==> src/design/mp2d_pkg.sv <==
`default_nettype none

package mp2d_pkg;

	// Fixed widths of the result coordinates and the row counter
	localparam int ROW_W = 8;
	localparam int OUT_W = 8;

	// Common width for position and size compares
	localparam int CMP_W = 16;

	// Upper limits that do not follow from the parameters
	localparam int MAX_HEIGHT = 256;
	localparam int MAX_STEP   = 8;

	// Depth of the queue between front and back
	localparam int Q_DEPTH = 4;
	localparam int Q_PTR_W = 2;

	// Configuration register indexes
	localparam logic [2:0] REG_PLANE_WIDTH  = 3'd0;
	localparam logic [2:0] REG_PLANE_HEIGHT = 3'd1;
	localparam logic [2:0] REG_WINDOW_WIDTH = 3'd2;
	localparam logic [2:0] REG_WINDOW_HEIGHT = 3'd3;
	localparam logic [2:0] REG_STEP_X       = 3'd4;
	localparam logic [2:0] REG_STEP_Y       = 3'd5;

	// Classification of one sample, passed from front to back
	typedef struct packed {
		logic             close;
		logic             plane_end;
		logic [OUT_W-1:0] out_col;
		logic [OUT_W-1:0] out_row;
	} mp2d_tag_t;

	// Back part sequencer
	typedef enum logic [1:0] {
		B_IDLE,
		B_READ,
		B_DRAIN
	} mp2d_bstate_t;

endpackage

`default_nettype wire

==> src/design/mp2d_queue.sv <==
`default_nettype none

module mp2d_queue #(
	parameter int DATA_W = 32
) (
	input  wire logic              clk,
	input  wire logic              arst_n,
	input  wire logic              wr_en,
	input  wire logic [DATA_W-1:0] wr_data,
	output      logic              full,
	input  wire logic              rd_en,
	output      logic [DATA_W-1:0] rd_data,
	output      logic              empty
);
	import mp2d_pkg::*;

	logic [DATA_W-1:0]  data_q [Q_DEPTH];
	logic [Q_PTR_W-1:0] wr_ptr_q;
	logic [Q_PTR_W-1:0] rd_ptr_q;
	logic [Q_PTR_W:0]   cnt_q;
	logic               do_wr;
	logic               do_rd;

	assign full    = (cnt_q == (Q_PTR_W + 1)'(Q_DEPTH));
	assign empty   = (cnt_q == '0);
	assign do_wr   = wr_en && !full;
	assign do_rd   = rd_en && !empty;
	assign rd_data = data_q[rd_ptr_q];

	// Store entries
	always_ff @(posedge clk) begin
		if (do_wr) begin
			data_q[wr_ptr_q] <= wr_data;
		end
	end

	// Advance pointers and fill count
	always_ff @(posedge clk or negedge arst_n) begin
		if (!arst_n) begin
			wr_ptr_q <= '0;
			rd_ptr_q <= '0;
			cnt_q    <= '0;
		end else begin
			if (do_wr) wr_ptr_q <= wr_ptr_q + Q_PTR_W'(1);
			if (do_rd) rd_ptr_q <= rd_ptr_q + Q_PTR_W'(1);
			if (do_wr && !do_rd) cnt_q <= cnt_q + (Q_PTR_W + 1)'(1);
			else if (do_rd && !do_wr) cnt_q <= cnt_q - (Q_PTR_W + 1)'(1);
		end
	end

endmodule

`default_nettype wire

==> config.mk <==
export PLATFORM = sky130hd
export DESIGN_NAME = mp2d_queue
export DESIGN_NICKNAME = d
export VERILOG_FILES = /design/src/design/mp2d_pkg.sv /design/src/design/mp2d_queue.sv
export SDC_FILE = /design/constraint.sdc
export NUM_CORES = 1
export LEC_CHECK = 0
export BUFFER_PORTS_ARGS = -buffer_cell sky130_fd_sc_hd__buf_2
export CAP_MARGIN = 20
export CORE_ASPECT_RATIO = 0.7
export CORE_MARGIN = 3
export CORE_UTILIZATION = 56
export DETAILED_ROUTE_END_ITERATION = 16
export HOLD_SLACK_MARGIN = 0.03
export PLACE_DENSITY = 0.78
export SYNTH_ARGS = -nofsm -noshare
export SYNTH_HDL_FRONTEND = slang
export SYNTH_SLANG_ARGS = --single-unit
export TNS_END_PERCENT = 30
==> constraint.sdc <==
create_clock -name clk -period 2.6 [get_ports clk]
set_input_delay 0.26 -clock clk [delete_from_list [all_inputs] [get_ports clk]]
set_output_delay 0.26 -clock clk [all_outputs]
set_load 0.03 [all_outputs]
==> key figures <==
Clock tree
  • Num CTS Buffers: 17
  • CTS Root Cell: clkbuf_16
  • Resize count post-CTS: 0
  • CTS Hold Bufs: 1
  • Longest Clk Path Bufs: 2
  • CTS tree: done
  • Skew-Pair Late Insertion Delay: 0.41 ns
  • Clock slew at reported path FFs: 0.05 ns
  • CTS sink cnt: 135
  • Post-CTS setup buffer count: 0
  • H-tree levels: 4

Global routing
  • Vias in the first global route: roughly 2500
  • Total gr overflow: 0
  • Largest net degree at the start of global routing: 27
  • Initial antenna violation count: 0
  • All-Layer GR Usage: 18.8%
  • First-pass GRT wire length: 13700 um

Pwr
  • VDD IR max: 0.000765 V
  • Leakage: between 0.002 and 0.0025 uW
  • Cell Int Power: between 5000 and 6000 uW
  • Sw Share: 31.8%
  • Cell Pwr Density: about 1300 nW/um2
  • Flop pwr share: 38.2%
  • Comb power frac: 32.1%
  • Clock power frac: 29.7%
  • Sw power: 2560 uW

STA
  • Clock Skew: 0.00699 ns
  • Fin crit period: 2.37 ns
  • Endpoints failing hold: 0
  • Min Hold Slack: 0.0681 ns
  • Fmax: 0.423 GHz
  • Rel. slew slack: 62.1%
  • Worst-Margin Slew: 0.567 ns
  • Slew Limit Fails: 0
  • TNS Setup: 0 ns
  • Final worst-path cycle share: 91.0%
  • RSZ-0062 raised after global routing: no
  • Final WS setup: about 0.23 ns
  • Setup violations, final: 0

Routing
  • DR iter-0 viols: 176
  • Routed Antenna Nets: 0
  • Detailed-route vias per instance: 5.46
  • First-pass iteration count of the detailed router: 4
  • # DRC: 0
  • Vias: approximately 2300
  • WL final: 8680 um
  • WL/cell: between 20 and 25 um

Critical path
  • CP Data Arrival Time: ~2.1 ns
  • Crit-path slowest cell: dfrtp_2
  • Crit path max fanout: 13
  • Worst Path Required: around 2.3 ns
  • CP cell instances: buf_4 > mux4_2 > buf_2
  • Family with the most delay on the worst path: flip-flops
  • CP startpoint kind: flop
  • CP Class: reg2out
  • Crit path buf inv count: 2
  • Worst Setup End Kind: output pin
  • Max stage delay on crit path: 0.62 ns

Floorplanning
  • Die H: 85.8 um
  • Num rows: 28
  • Ports: 70
  • Core footprint: 8650 um2
  • DIE AREA: 10300 um2
  • Die width: 120 um
  • Initial core utilization: approximately three fifths

Placement
  • Final HPWL DP: roughly 5400 um
  • Post-place setup slack: 0.396 ns
  • # port buffers: 69
  • # placed instances: 392
  • Routability cong.: about 0.74

Final layout
  • ANT cells: 0
  • Final std cells w/o fill: between 400 and 500
  • Fin util: between 70% and 80%
  • Share of cells above drive strength 1: 45.7%
  • Area Overhead vs Synth: 22.1%
  • Final net count: 334

Logic synthesis
  • Syn Inst Count: 204
  • #FFs+latches synth: between 100 and 150
  • Unique masters post-synth: 22
  • Synth Warn #: 0
  • Sequential area share after synthesis: 78.9%
  • Post-synth top area share: between 70 and 80%
  • Syn avg cell area: around 25 um2
  • Synthesized Nets: 246
  • Largest cells by area after synthesis: edfxtp_1 (75%), mux4_2 (12%), dfrtp_1 (3.4%)
  • Syn Std Cell Area: between 5000 and 6000 um2
  • Largest area contributor in the netlist: edfxtp_1

Job
  • Max-cap viol count: 0

Status
  • Outcome: complete, no violations

Worst hold path
  • Min-delay worst type: in2reg
[worst reg2reg max path, cell delays in order, from the launching register on]
cell,delay (ns)
dfrtp_1,0.39
nor3b_2,0.17
nor2b_1,0.46
ha_1,0.30
inv_1,0.07
fa_1,0.37
xor2_1,0.15
nor2_1,0.11
xor2_1,0.14
[cells in the mapped netlist]
| cell type | n |
|---|---|
| inv_1 | 4 |
| xor2_1 | 2 |
| buf_2 | 3 |
| nor2b_1 | 1 |
| buf_12 | 3 |
| nand2_1 | 1 |
| nor3b_2 | 1 |
| ha_1 | 5 |
| nor2_1 | 1 |
| mux4_1 | 4 |
| clkbuf_1 | 1 |
| buf_6 | 2 |
| mux2_2 | 1 |
| nand3_1 | 1 |
| edfxtp_1 | 128 |
| fa_1 | 1 |
| or3_1 | 1 |
| mux2_4 | 1 |
| and2_1 | 4 |
| dfrtp_1 | 7 |
| mux4_2 | 28 |
| xnor2_1 | 4 |
[cell type report]
class	count	area (um2)
Clock buffer	19	433
Tap cell	120	150
Inverter	4	15.0
Clock inverter	12	159
Timing Repair Buffer	78	478
Sequential cell	135	4020
Multi-Input combinational cell	56	965
Fill cell	519	2430
[power groups by stage]
stage / clock [uW] / combinational [uW] / sequential (uW)
final: 2390 / 2580 / 3080
after global routing: 2520 / 2750 / 3120
after CTS: 2440 / 2630 / 3080
after detailed placement: 0 / 2610 / 3120
after global placement: 0 / 2580 / 3090
after floorplan: 0 / 2020 / 3020
[cell usage in the layout, fill, tap and decap left out]
master and instances:
and2_2 4, buf_12 5, buf_2 69, buf_4 3
bufinv_16 4, clkbuf_1 2, clkbuf_16 17, clkinv_1 3
clkinv_2 4, clkinvlp_4 1, dfrtp_1 6, dfrtp_2 1
dlygate4sd3_1 1, edfxtp_1 128, fa_1 1, ha_1 5
inv_1 4, mux2_2 1, mux2_4 1, mux4_1 4
mux4_2 28, nand2_1 1, nand3_1 1, nor2_1 1
nor2b_1 1, nor3b_2 1, or3_1 1, xnor2_1 4
xor2_1 2
[cell families after synthesis]
family | synth area share, %
flops | 78.9
mux | 15.0
buf+inv | 2.28
simple gates | 1.23
xor+xnor | 1.03
fa+ha+maj | 1.62
[worst paths after layout]
| check | start | end | slack [ns] | cells after the start |
|---|---|---|---|---|
| min in group asynchronous | arst_n | wr_ptr_q[0]$_DFFE_PN0P_ | 0.21 | 2 |
| setup reg to reg | cnt_q[2]$_DFFE_PN0P_ | cnt_q[2]$_DFFE_PN0P_ | 0.35 | 8 |
| max in group asynchronous | arst_n | rd_ptr_q[0]$_DFFE_PN0P_ | 2.21 | 2 |
| hold reg to reg | cnt_q[2]$_DFFE_PN0P_ | cnt_q[2]$_DFFE_PN0P_ | 0.48 | 1 |
| setup / recovery | rd_ptr_q[0]$_DFFE_PN0P_ | rd_data[22] | 0.23 | 3 |
| hold / removal | wr_data[15] | data_q[2][15]$_DFFE_PP_ | 0.07 | 1 |
[sequential cells by signal, summed over array words and instances (netlist names)]
name	flops
data_q	128
cnt_q	3
rd_ptr_q	2
wr_ptr_q	2
[routing by layer]
layer,global-route usage [%],share of wire (%),vias up
met1,25.3,44,1196
met3,7.05,5.9,12
met5,0,0,-
met4,6.96,1.2,0
met2,28.6,49,72
li1,-,-,1033
[metrics by stage]
stage | area [um2] | total power (uW)
5_1_grt | 6220 | 8400
3_3_place_gp | 5620 | 5670
2_1_floorplan | 5090 | 5040
4_1_cts | 6220 | 8150
6_report | 6220 | 8040
3_5_place_dp | 5620 | 5730
No activity file was read; power rests on OpenSTA's default activity.
