## src/design/mp2d_pkg.sv

```systemverilog
`default_nettype none

package mp2d_pkg;

	// Fixed widths of the result coordinates and the row counter
	localparam int ROW_W = 8;
	localparam int OUT_W = 8;

	// Common width for position and size compares
	localparam int CMP_W = 16;

	// Upper limits that do not follow from the parameters
	localparam int MAX_HEIGHT = 256;
	localparam int MAX_STEP   = 8;

	// Depth of the queue between front and back
	localparam int Q_DEPTH = 4;
	localparam int Q_PTR_W = 2;

	// Configuration register indexes
	localparam logic [2:0] REG_PLANE_WIDTH  = 3'd0;
	localparam logic [2:0] REG_PLANE_HEIGHT = 3'd1;
	localparam logic [2:0] REG_WINDOW_WIDTH = 3'd2;
	localparam logic [2:0] REG_WINDOW_HEIGHT = 3'd3;
	localparam logic [2:0] REG_STEP_X       = 3'd4;
	localparam logic [2:0] REG_STEP_Y       = 3'd5;

	// Classification of one sample, passed from front to back
	typedef struct packed {
		logic             close;
		logic             plane_end;
		logic [OUT_W-1:0] out_col;
		logic [OUT_W-1:0] out_row;
	} mp2d_tag_t;

	// Back part sequencer
	typedef enum logic [1:0] {
		B_IDLE,
		B_READ,
		B_DRAIN
	} mp2d_bstate_t;

endpackage

`default_nettype wire

```

## src/design/mp2d_front.sv

```systemverilog
`default_nettype none

module mp2d_front #(
	parameter int MAX_WIDTH   = 256,
	parameter int MAX_WINDOW  = 8,
	parameter int SAMPLE_BITS = 16,
	localparam int COL_W  = $clog2(MAX_WIDTH),
	localparam int SLOT_W = $clog2(MAX_WINDOW),
	localparam int WIN_W  = $clog2(MAX_WINDOW + 1)
) (
	input  wire logic                   clk,
	input  wire logic                   arst_n,
	input  wire logic                   cfg_we,
	input  wire logic [2:0]             cfg_index,
	input  wire logic [8:0]             cfg_data,
	input  wire logic                   push,
	input  wire logic [SAMPLE_BITS-1:0] sample,
	input  wire logic                   q_full,
	output      logic                   q_push,
	output      mp2d_pkg::mp2d_tag_t    q_tag,
	output      logic [COL_W-1:0]       q_col,
	output      logic [SLOT_W-1:0]      q_slot,
	output      logic [SAMPLE_BITS-1:0] q_sample,
	output      logic [WIN_W-1:0]       ww,
	output      logic [WIN_W-1:0]       wh
);
	import mp2d_pkg::*;

	localparam int PW_W = COL_W + 1;
	localparam logic [SLOT_W-1:0] SLOT_LAST = SLOT_W'(MAX_WINDOW - 1);

	logic [PW_W-1:0]   pw_q;
	logic [8:0]        ph_q;
	logic [WIN_W-1:0]  ww_q;
	logic [WIN_W-1:0]  wh_q;
	logic [3:0]        sx_q;
	logic [3:0]        sy_q;

	logic [COL_W-1:0]  col_q;
	logic [ROW_W-1:0]  row_q;
	logic [SLOT_W-1:0] slot_q;
	logic [2:0]        cph_q;
	logic [2:0]        rph_q;
	logic [OUT_W-1:0]  ocol_q;
	logic [OUT_W-1:0]  orow_q;

	logic              cfg_hit;
	logic              accept;
	logic [CMP_W-1:0]  c1;
	logic [CMP_W-1:0]  r1;
	logic              col_in;
	logic              row_in;
	logic              col_end;
	logic              row_end;
	logic              close;
	logic              last_x;
	logic              last_y;

	assign cfg_hit = cfg_we && (cfg_index <= REG_STEP_Y);
	assign accept  = push && !q_full;

	// Classify the sample at the current position
	always_comb begin
		c1      = CMP_W'(col_q) + CMP_W'(1);
		r1      = CMP_W'(row_q) + CMP_W'(1);
		col_in  = c1 >= CMP_W'(ww_q);
		row_in  = r1 >= CMP_W'(wh_q);
		col_end = c1 >= CMP_W'(pw_q);
		row_end = r1 >= CMP_W'(ph_q);
		close   = col_in && row_in && (cph_q == '0) && (rph_q == '0);
		last_x  = (CMP_W'(col_q) + CMP_W'(sx_q)) >= CMP_W'(pw_q);
		last_y  = (CMP_W'(row_q) + CMP_W'(sy_q)) >= CMP_W'(ph_q);
	end

	assign q_push           = accept;
	assign q_tag.close      = close;
	assign q_tag.plane_end  = close && last_x && last_y;
	assign q_tag.out_col    = ocol_q;
	assign q_tag.out_row    = orow_q;
	assign q_col            = col_q;
	assign q_slot           = slot_q;
	assign q_sample         = sample;
	assign ww               = ww_q;
	assign wh               = wh_q;

	// Write registers, saturating zero to one and large values to the limit; window and step use cfg_data[3:0]
	always_ff @(posedge clk or negedge arst_n) begin
		if (!arst_n) begin
			pw_q <= PW_W'(8);
			ph_q <= 9'd8;
			ww_q <= WIN_W'(2);
			wh_q <= WIN_W'(2);
			sx_q <= 4'd2;
			sy_q <= 4'd2;
		end else if (cfg_we) begin
			unique case (cfg_index)
				REG_PLANE_WIDTH: begin
					if (cfg_data == '0) pw_q <= PW_W'(1);
					else if (32'(cfg_data) > MAX_WIDTH) pw_q <= PW_W'(MAX_WIDTH);
					else pw_q <= PW_W'(cfg_data);
				end
				REG_PLANE_HEIGHT: begin
					if (cfg_data == '0) ph_q <= 9'd1;
					else if (32'(cfg_data) > MAX_HEIGHT) ph_q <= 9'(MAX_HEIGHT);
					else ph_q <= cfg_data;
				end
				REG_WINDOW_WIDTH: begin
					if (cfg_data[3:0] == '0) ww_q <= WIN_W'(1);
					else if (32'(cfg_data[3:0]) > MAX_WINDOW) ww_q <= WIN_W'(MAX_WINDOW);
					else ww_q <= WIN_W'(cfg_data[3:0]);
				end
				REG_WINDOW_HEIGHT: begin
					if (cfg_data[3:0] == '0) wh_q <= WIN_W'(1);
					else if (32'(cfg_data[3:0]) > MAX_WINDOW) wh_q <= WIN_W'(MAX_WINDOW);
					else wh_q <= WIN_W'(cfg_data[3:0]);
				end
				REG_STEP_X: begin
					if (cfg_data[3:0] == '0) sx_q <= 4'd1;
					else if (32'(cfg_data[3:0]) > MAX_STEP) sx_q <= 4'(MAX_STEP);
					else sx_q <= cfg_data[3:0];
				end
				REG_STEP_Y: begin
					if (cfg_data[3:0] == '0) sy_q <= 4'd1;
					else if (32'(cfg_data[3:0]) > MAX_STEP) sy_q <= 4'(MAX_STEP);
					else sy_q <= cfg_data[3:0];
				end
				default: begin
				end
			endcase
		end
	end

	// Restart on a known config write; else advance position, stride phases and output counters per accepted beat
	always_ff @(posedge clk or negedge arst_n) begin
		if (!arst_n) begin
			col_q  <= '0;
			row_q  <= '0;
			slot_q <= '0;
			cph_q  <= '0;
			rph_q  <= '0;
			ocol_q <= '0;
			orow_q <= '0;
		end else if (cfg_hit) begin
			col_q  <= '0;
			row_q  <= '0;
			slot_q <= '0;
			cph_q  <= '0;
			rph_q  <= '0;
			ocol_q <= '0;
			orow_q <= '0;
		end else if (accept) begin
			if (col_end) begin
				col_q  <= '0;
				cph_q  <= '0;
				ocol_q <= '0;
				if (row_end) begin
					row_q  <= '0;
					rph_q  <= '0;
					slot_q <= '0;
					orow_q <= '0;
				end else begin
					if (row_in) begin
						rph_q <= ((4'(rph_q) + 4'd1) >= sy_q) ? 3'd0 : rph_q + 3'd1;
					end
					if (row_in && (rph_q == '0)) begin
						orow_q <= orow_q + OUT_W'(1);
					end
					row_q  <= row_q + ROW_W'(1);
					slot_q <= (slot_q == SLOT_LAST) ? '0 : slot_q + SLOT_W'(1);
				end
			end else begin
				col_q <= col_q + COL_W'(1);
				if (col_in) begin
					cph_q <= ((4'(cph_q) + 4'd1) >= sx_q) ? 3'd0 : cph_q + 3'd1;
				end
				if (close) begin
					ocol_q <= ocol_q + OUT_W'(1);
				end
			end
		end
	end

endmodule

`default_nettype wire

```

## config.mk

```make
export PLATFORM = sky130hd
export DESIGN_NAME = mp2d_front
export DESIGN_NICKNAME = d
export VERILOG_FILES = /design/src/design/mp2d_pkg.sv /design/src/design/mp2d_front.sv
export SDC_FILE = /design/constraint.sdc
export NUM_CORES = 1
export LEC_CHECK = 0
export BUFFER_PORTS_ARGS = -buffer_cell sky130_fd_sc_hd__buf_2
export CAP_MARGIN = 10
export CORE_AREA = 5 5 104 106
export DETAILED_ROUTE_END_ITERATION = 8
export DIE_AREA = 0 0 109 111
export MAX_ROUTING_LAYER = met4
export PLACE_DENSITY = 0.88
export RECOVER_POWER = 50
export SYNTH_ARGS = -nofsm -noshare
export SYNTH_HDL_FRONTEND = slang
export SYNTH_SLANG_ARGS = --single-unit
export TNS_END_PERCENT = 30
```

## constraint.sdc

```tcl
create_clock -name clk -period 4.45 [get_ports clk]
set_input_delay 0.89 -clock clk [delete_from_list [all_inputs] [get_ports clk]]
set_output_delay 0.89 -clock clk [all_outputs]
set_load 0.05 [all_outputs]
```

==> reports/results.txt <==
syn nets: 732
ratio of cells with drive above 1 in the final layout: 14.95%
CORE AREA: 0.009684 mm²
Req. time, crit path: 3560 ps
combinational share of power: 44.9%
Setup TNS: 0 ps
Mapped Area: 0.005494 mm²
starting density of the core: 56.73%
sequence of cells on the critical path: ha_1 > inv_1 > fa_1 > inv_1 > a21o_1 > a21oi_1 > nor2_1 > xor2_1 > ha_1 > a2111o_1 > a31oi_1 > nor4_4 > clkbuf_4
fin util: 62.36%
yosys warns: 0
vias in the first global route: 4751
RSZ-0062 raised after global routing: false
CP Capture Type: output pin
DRT antenna net count: 0
root buffer cell: clkbuf_8
row cnt: 36
DP HPWL: 10300 µm
GRT Overall Usage: 23.87%
Clock Skew: 9.358 ps
CP Class: reg2out
post-synth top area share: 31.43%
CTS tree: yes
Routability Congestion: 0.9745
main flop type after synthesis: dfrtp_1
sequential element share of the synthesized area: 34.30%
Max VDD drop: 438.6 µV
Seq pwr share: 31.3%
Congestion Overflow GR: 0
fin worst setup slack: 245.8 ps
Sink Count: 75
number of synthesized flops with an enable pin: 0
largest net degree at the start of global routing: 76
Clock power frac: 23.9%
placed cells: 779
status: finished, violations left
clock edge transition at the registers on the reported setup and hold paths: 80 ps
fin. max-slew vios: 76
pre-CTS setup slack: 620.0 ps
number of top-level pins: 87
switching pwr: 1261 µW
fin nets: 762
largest area contributor in the netlist: dfrtp_1
Worst-Skew Late Latency: 370 ps
TritonRoute pass-1 iters: 7
Setup Buffers After CTS: 0
Mapped Cells: 627
routed length per placed instance: 17.07 µm
n_diodes: 0
via/cell ratio: 5.858
internal power: 1769 µW
Fmax achieved: 237.9 MHz
Die Span X: 109 µm
initial DRC count: 345
residual DRC count: 0
fin cells: 795
Vias: 4657
slew at the pin closest to its max-slew limit: 1857 ps
crit-path max FO: 8
Lkg Pwr: 0.003021 µW
CP max stage cell: dfrtp_1
relative slew slack: -23.81%
Die Area: 0.01210 mm²
initial antenna violation count: 0
top cells by area, synth: dfrtp_1 (31%), ha_1 (16%), o21ai_0 (5.8%), nand2_1 (4.6%), inv_1 (4.0%)
Net Sw Frac: 41.61%
Yosys reg bits: 75
total CTS buffers: 9
Tmin final: 4204 ps
failing checks: max-capacitance violations, max-slew violations
post-synthesis cell type count: 56
Layout area overhead: 9.929%
final WL: 13570 µm
port bufs: 54
post-synthesis area per instance: 8.762 µm²
worst stage delay on the critical path: 470 ps
Die Y: 111 µm
final hold violation count: 0
Worst EP arrival: 3310 ps
Tcrit/Tclk final: 94.48%
Max-Cap Viols: 1
fillers: 766
Max clock buf depth: 2
H-tree depth: 3
Worst Setup Start Kind: flop
first-pass GRT wire length: 22680 µm
setup violators final: 0
pwr dens: 501.7 mW/mm²
Hold WC Path Type: reg2reg
Async S/R FF share, synth: 100.0%
worst max-delay path, delay by kind of cell, from the launching register on:
family                   cells  cell delay (ps)
buffers and inverters        3              350
AO/OA/AOI/OAI                4             1060
XOR/XNOR                     1              150
adder cells (fa/ha/maj)      3              730
AND/OR/NAND/NOR              2              180
flip-flops                   1              470
state kept, by name, summed over array words and instances (netlist names):
register	count
ocol_q	8
sy_q	4
sx_q	4
q_slot	3
pw_q	9
rph_q	3
orow_q	8
ph_q	9
ww	4
wh	4
row_q	8
cph_q	3
q_col	8
cells in the mapped netlist (12+ instances only):
cell type and n:
a21o_1 13, a21oi_1 26, buf_4 17, dfrtp_1 69, ha_1 70, inv_1 59
nand2_1 67, nand2b_1 22, nand3_1 16, nor2_1 35, o21ai_0 64, o31ai_1 12
xnor2_1 15, xor2_1 12
cell usage in the layout (no fill, tap or decap), types with 11 or more instances in the layout:
cell      netlist  routed
xor2_1         12      12
xnor2_1        15      15
a21oi_1        26      25
nor2_1         35      35
nand3_1        16      16
ha_1           70      70
o31ai_1        12      12
dfrtp_1        69      68
buf_2          10      50
o21ai_0        64      64
a21o_1         13      13
nand2_1        67      67
inv_1          59      59
nand2b_1       22      22
clkbuf_8        0      11
cells by family after synthesis:
kind of cell | share of synthesized area, %
simple gates | 16.92
flops | 34.30
fa+ha+maj | 16.67
xor+xnor | 4.304
compound gates | 17.08
buf+inv | 8.153
mux | 2.574
layout make-up:
| type | instances | area [µm²] | share of cell area [%] |
|---|---|---|---|
| repair buffers | 58 | 300.3 | 4.972 |
| well taps | 133 | 166.4 | 2.755 |
| inverters | 60 | 225.2 | 3.729 |
| clock buffers | 12 | 155.1 | 2.569 |
| multi-input cells | 453 | 3187 | 52.77 |
| clock inverters | 4 | 120.1 | 1.989 |
| flip-flops and latches | 75 | 1886 | 31.22 |
final timing paths:
check / from / to / slack [ps] / depth (start not counted)
worst min-delay path: ph_q[3] / ph_q[3] / 490 / 2
max in group asynchronous: arst_n / q_col[0] / 2190 / 1
worst min register to register: ph_q[3] / ph_q[3] / 490 / 2
min in group asynchronous: arst_n / ph_q[2] / 1030 / 1
worst max-delay path: row_q[0] / q_tag[16] / 250 / 13
worst max register to register: q_col[1] / ocol_q[7] / 820 / 12
timing repair:
item | CTS | global route
hold buffers | 0 | 0
endpoints found under the setup margin | 0 | 1
resized for setup | 0 | 5
power groups by stage:
stage	logic [µW]	registers (µW)	clock network [µW]
global route	1530	966	760
floorplan	871	1090	0
detailed placement	1320	957	0
finish	1360	947	723
CTS	1340	944	730
global placement	1260	946	0
layer usage:
layer | GRT usage, % | vias up | share of wire, %
li1 | - | 2224 | -
met1 | 28.97 | 2200 | 41
met2 | 38.33 | 186 | 49
met3 | 5.358 | 47 | 6.4
met4 | 9.343 | 0 | 3.4
met5 | - | - | 0
through the flow:
stage / power (µW) / area [µm²] / hold slack, ps
global placement: 2208 / 5747 / 467.3
floorplan: 1958 / 5500 / 449.8
detailed placement: 2281 / 5747 / 473.1
CTS: 3016 / 6022 / 485.0
finish: 3030 / 6040 / 486.7
global route: 3254 / 6040 / 494.7
No activity file was read; power rests on OpenSTA's default activity.
